<file path="src/design/bscm_pkg.sv">
// Package for the byte store copy/move engine: command codes, status codes and control structs.
package bscm_pkg;

    // Command codes carried on the command port.
    localparam logic [2:0] CMD_READ  = 3'd0;
    localparam logic [2:0] CMD_WRITE = 3'd1;
    localparam logic [2:0] CMD_FILL  = 3'd2;
    localparam logic [2:0] CMD_COPY  = 3'd3;
    localparam logic [2:0] CMD_MOVE  = 3'd4;

    // Status codes returned with every result word.
    localparam logic [1:0] ST_OK   = 2'd0;
    localparam logic [1:0] ST_ADDR = 2'd1;
    localparam logic [1:0] ST_SIZE = 2'd2;

    // Value of an erased byte.
    localparam logic [7:0] ERASED_BYTE = 8'hFF;

    // Commands from the controller to the datapath.
    typedef struct packed {
        logic load;         // latch the command word
        logic clr_step;     // erase one entry of the clearing pass
        logic wr_single;    // write the data byte at the target address
        logic rd_issue;     // read the byte at the target address
        logic walk_init;    // set up pointers and count for fill, copy or move
        logic fill_write;   // write one fill byte and step
        logic cp_read;      // read one source byte
        logic cp_write;     // write the fetched byte to the destination and step
        logic erase_init;   // set up pointer and count for the move erase
        logic erase_write;  // erase one uncovered source byte and step
        logic finish;       // capture the result word
        logic finish_read;  // the result carries the byte just read
    } bscm_ctl_t;

    // Status from the datapath to the controller.
    typedef struct packed {
        logic [2:0] cmd;
        logic       addr_err;
        logic       size_err;
        logic       empty;
        logic       walk_last;
        logic       clr_last;
    } bscm_sts_t;

endpackage

</file>
<file path="src/design/bscm_ctrl.sv">
// Controller state machine of the byte store copy/move engine.
module bscm_ctrl
    import bscm_pkg::*;
(
    input  logic      clk,
    input  logic      rst_n,
    input  logic      start,
    input  bscm_sts_t sts,
    output bscm_ctl_t ctl,
    output logic      busy
);

    localparam logic [3:0] S_CLEAR   = 4'd0;
    localparam logic [3:0] S_IDLE    = 4'd1;
    localparam logic [3:0] S_CHECK   = 4'd2;
    localparam logic [3:0] S_RD_WAIT = 4'd3;
    localparam logic [3:0] S_FILL    = 4'd4;
    localparam logic [3:0] S_CP_RD   = 4'd5;
    localparam logic [3:0] S_CP_WR   = 4'd6;
    localparam logic [3:0] S_ER_INIT = 4'd7;
    localparam logic [3:0] S_ERASE   = 4'd8;

    logic [3:0] state_reg;
    logic [3:0] state_next;

    // State register; reset starts the clearing pass.
    always_ff @(posedge clk or negedge rst_n)
    begin
        if (!rst_n)
        begin
            state_reg <= S_CLEAR;
        end
        else
        begin
            state_reg <= state_next;
        end
    end

    assign busy = (state_reg != S_IDLE);

    // Next state and datapath commands.
    always_comb
    begin
        state_next = state_reg;
        ctl        = '0;
        unique case (state_reg)
            S_CLEAR:
            begin
                ctl.clr_step = 1'b1;
                if (sts.clr_last)
                begin
                    state_next = S_IDLE;
                end
            end
            S_IDLE:
            begin
                if (start)
                begin
                    ctl.load   = 1'b1;
                    state_next = S_CHECK;
                end
            end
            S_CHECK:
            begin
                priority if (sts.addr_err || sts.size_err)
                begin
                    ctl.finish = 1'b1;
                    state_next = S_IDLE;
                end
                else if (sts.cmd == CMD_READ)
                begin
                    ctl.rd_issue = 1'b1;
                    state_next   = S_RD_WAIT;
                end
                else if (sts.cmd == CMD_WRITE)
                begin
                    ctl.wr_single = 1'b1;
                    ctl.finish    = 1'b1;
                    state_next    = S_IDLE;
                end
                else if ((sts.cmd == CMD_FILL) && !sts.empty)
                begin
                    ctl.walk_init = 1'b1;
                    state_next    = S_FILL;
                end
                else if (((sts.cmd == CMD_COPY) || (sts.cmd == CMD_MOVE)) && !sts.empty)
                begin
                    ctl.walk_init = 1'b1;
                    state_next    = S_CP_RD;
                end
                else
                begin
                    ctl.finish = 1'b1;
                    state_next = S_IDLE;
                end
            end
            S_RD_WAIT:
            begin
                ctl.finish      = 1'b1;
                ctl.finish_read = 1'b1;
                state_next      = S_IDLE;
            end
            S_FILL:
            begin
                ctl.fill_write = 1'b1;
                if (sts.walk_last)
                begin
                    ctl.finish = 1'b1;
                    state_next = S_IDLE;
                end
            end
            S_CP_RD:
            begin
                ctl.cp_read = 1'b1;
                state_next  = S_CP_WR;
            end
            S_CP_WR:
            begin
                ctl.cp_write = 1'b1;
                priority if (!sts.walk_last)
                begin
                    state_next = S_CP_RD;
                end
                else if (sts.cmd == CMD_MOVE)
                begin
                    state_next = S_ER_INIT;
                end
                else
                begin
                    ctl.finish = 1'b1;
                    state_next = S_IDLE;
                end
            end
            S_ER_INIT:
            begin
                ctl.erase_init = 1'b1;
                state_next     = S_ERASE;
            end
            S_ERASE:
            begin
                ctl.erase_write = 1'b1;
                if (sts.walk_last)
                begin
                    ctl.finish = 1'b1;
                    state_next = S_IDLE;
                end
            end
            default:
            begin
                state_next = S_IDLE;
            end
        endcase
    end

endmodule

</file>
<file path="config.mk">
export PLATFORM = sky130hd
export DESIGN_NAME = bscm_ctrl
export DESIGN_NICKNAME = d
export VERILOG_FILES = /design/src/design/bscm_pkg.sv /design/src/design/bscm_ctrl.sv
export SDC_FILE = /design/constraint.sdc
export NUM_CORES = 1
export LEC_CHECK = 0
export ABC_AREA = 1
export CAP_MARGIN = 10
export CORE_AREA = 3 3 40 42
export CTS_CLUSTER_SIZE = 30
export DETAILED_ROUTE_END_ITERATION = 7
export DIE_AREA = 0 0 43 45
export DONT_BUFFER_PORTS = 1
export REMOVE_ABC_BUFFERS = 1
export SYNTH_ARGS = -nofsm -noshare
export SYNTH_HDL_FRONTEND = slang
export SYNTH_SLANG_ARGS = --single-unit
</file>
<file path="constraint.sdc">
create_clock -name clk -period 3 [get_ports clk]
set_input_delay 0.15 -clock clk [delete_from_list [all_inputs] [get_ports clk]]
set_output_delay 0.15 -clock clk [all_outputs]
set_load 0.02 [all_outputs]
</file>
==> impl_metrics.ini <==
[clock_network]
root_buffer = clkbuf_4
clock-sinks = 4
numCtsBuffers = 3
htreeDepth = 1
tritoncts = built
path_clk_slew_ns = 0.04
clk_path_buf_depth = 2
clk-insertion-delay-late_ns = 0.23

[logic_synthesis]
synth_area_um2 = 502
synth_compound_area_frac = 0.0499
synth_top_family_by_area = simple AND/OR/NAND/NOR gates
syn_area_per_cell_um2 = 5.83
yosys.area_share.simple = 0.601
synthMuxAreaShare = 0
synth_cell_types = 18
synth-edff-count = 0
synth_most_common_cell = nand2_1
yosys.area.top_type = dfrtp_1
synth-async-reset-ratio = 1.00
ys_top_cells_by_area = dfrtp_1 (20%), nand2_1 (17%), inv_1 (12%)
synth_xor_area_frac = 0
yosysTopAreaCellShare = 0.200
synth_flop_cell = dfrtp_1
synth.yosys.seq_area_share = 0.200
yosysWarningCount = 0
ys_ff_latch = 4
syn-instance-count = 86
synth_common_cells = nand2_1 (23), inv_1 (16), nand3_1 (11), nor2_1 (9), nor2_2 (6)
synthAdderAreaFrac = 0

[finish]
layout-drive-gt1-share = 0.244
antenna_cells = 0
largest_reg_flops = 4
fin_util = 0.430
nets = 103
fin_cells = 105
fin_area_um2 = 553
synthToLayoutAreaGrowth_pct = 10.2

[detailed_routing]
wire_per_inst_um = 11.3
vias = 504
antenna_left = 0
wirelength_mm = 1.19
drtPass1Iterations = 4
route.detailed.drc = 0
drt-initial-drc-count = 8
detail_route.vias_per_cell = 4.80

[place]
dp.cells = 101
portBuffers = 0
hpwl_mm = 1.04
placed_area_um2 = 520
pre_cts_ws_ns = 1.46
gp_congestion = 0.916

[worst_setup_path]
cp-start-kind = register
path_max_fanout = 6
crit_type = reg -> out
critPathRequiredTime_ns = 2.85
crit_path_end_kind = output port
critPathArrivalTime_ns = 1.62

[global_route]
grt_pass1_vias = 454
overflow = 0
grt_start_max_net_pins = 7
antenna_found_initial = 0
grt_pass1_wl_mm = 1.83
track_usage = 0.126

[floorplan]
start_util = 0.390
std_cell_rows = 13
io_pins = 24
coreArea_mm2 = 0.00128
dieArea_mm2 = 0.00194
die_w_um = 43
die_h_um = 45

[power]
comb_power_share = 0.627
power_frac_clock = 0.152
p_int_mw = 0.190
netSwitchingPower_mw = 0.242
p_seq_frac = 0.221
p_per_area_mw_per_mm2 = 780
leakage_nw = 0.329
switching_share = 0.560
ir_drop_mv = 0.290

[sta]
hold_viol = 0
worst_pin_slew_ns = 0.443
fin_setup_tns_ns = 0
slew_headroom = 0.703
min_period_ns = 1.77
final_max_slew_viol_count = 0
fmax_mhz = 565
setup_viol = 0
clock-skew-final_ns = 0.000752
period_share = 0.590
worst_slack_ns = 1.23
grt_setup_unrepaired = false

[run_status]
status = finished, final reports clean

[job]
drv_cap = 0

[worst_hold_path]
min_path_type = in -> reg
[area by class of cell]
class	instances	area, um^2
clock buffer	3	22.5
tap	15	18.8
timing repair buffer	1	10.0
fill	158	732
sequential	4	100
inverter	20	75.1
multi-input combinational	62	327
[worst paths after layout]
kind,start,end,slack [ns],cells after the start
min,sts[5],state_reg[1],0.15,3
min in group asynchronous,rst_n,state_reg[0],0.19,1
min reg2reg,state_reg[2],state_reg[2],0.55,2
max,state_reg[3],ctl[1],1.23,5
max in group asynchronous,rst_n,state_reg[2],2.65,1
max reg2reg,state_reg[3],state_reg[2],1.70,7
[cells in the final DEF (no fill, tap or decap), drive strengths merged]
cell / n
a21oi: 2
a31oi: 1
clkbuf: 3
dfrtp: 4
dlygate4sd3: 1
inv: 20
nand2: 27
nand3: 11
nand4: 1
nor2: 17
nor3: 2
o21ai: 1
[logic make-up (layout without fill, tap and decap cells)]
family | after synthesis | count (layout)
AOI/OAI and AO/OA | 4 | 4
buffers and inverters | 20 | 24
and+or+nand+nor | 58 | 58
DFF | 4 | 4
[worst max-delay path, cell delays in order (launching register included)]
cell and delay (ns):
dfrtp_1 0.44, nor2_2 0.21, inv_2 0.10, nor2_1 0.36, a31oi_1 0.08, nand3_1 0.21
[stage by stage]
stage               total power [mW]  hold WS (ns)
floorplan                      0.323        -0.146
global placement               0.370        -0.145
detailed placement             0.369        -0.145
CTS                            0.439         0.155
global route                   0.471         0.162
finish                         0.431         0.154
[power by group through the flow]
stage / Sequential, mW / Combinational [mW] / Clock (mW)
4_1_cts: 0.0948 / 0.276 / 0.0686
2_1_floorplan: 0.0914 / 0.232 / 0
6_report: 0.0953 / 0.270 / 0.0657
5_1_grt: 0.0971 / 0.299 / 0.0747
3_3_place_gp: 0.0949 / 0.275 / 0
3_5_place_dp: 0.0955 / 0.273 / 0
[repair_timing]
| action | 4_1_cts | 5_1_grt |
|---|---|---|
| setup endpoints to repair | 0 | 0 |
| gates resized for setup | 0 | 0 |
| hold buffers | 1 | 0 |
| hold endpoints to repair | 4 | 0 |
| buffers inserted | 0 | 0 |
[metal layers]
layer / share of wire / track usage / vias to the layer above
li1: - / - / 274
met1: 0.45 / 0.141 / 213
met2: 0.49 / 0.228 / 17
met3: 0.055 / 0.0319 / 0
met4: 0 / 0.0542 / 0
met5: 0 / 0 / -
Note: power is estimated with default switching activity, not from simulation.
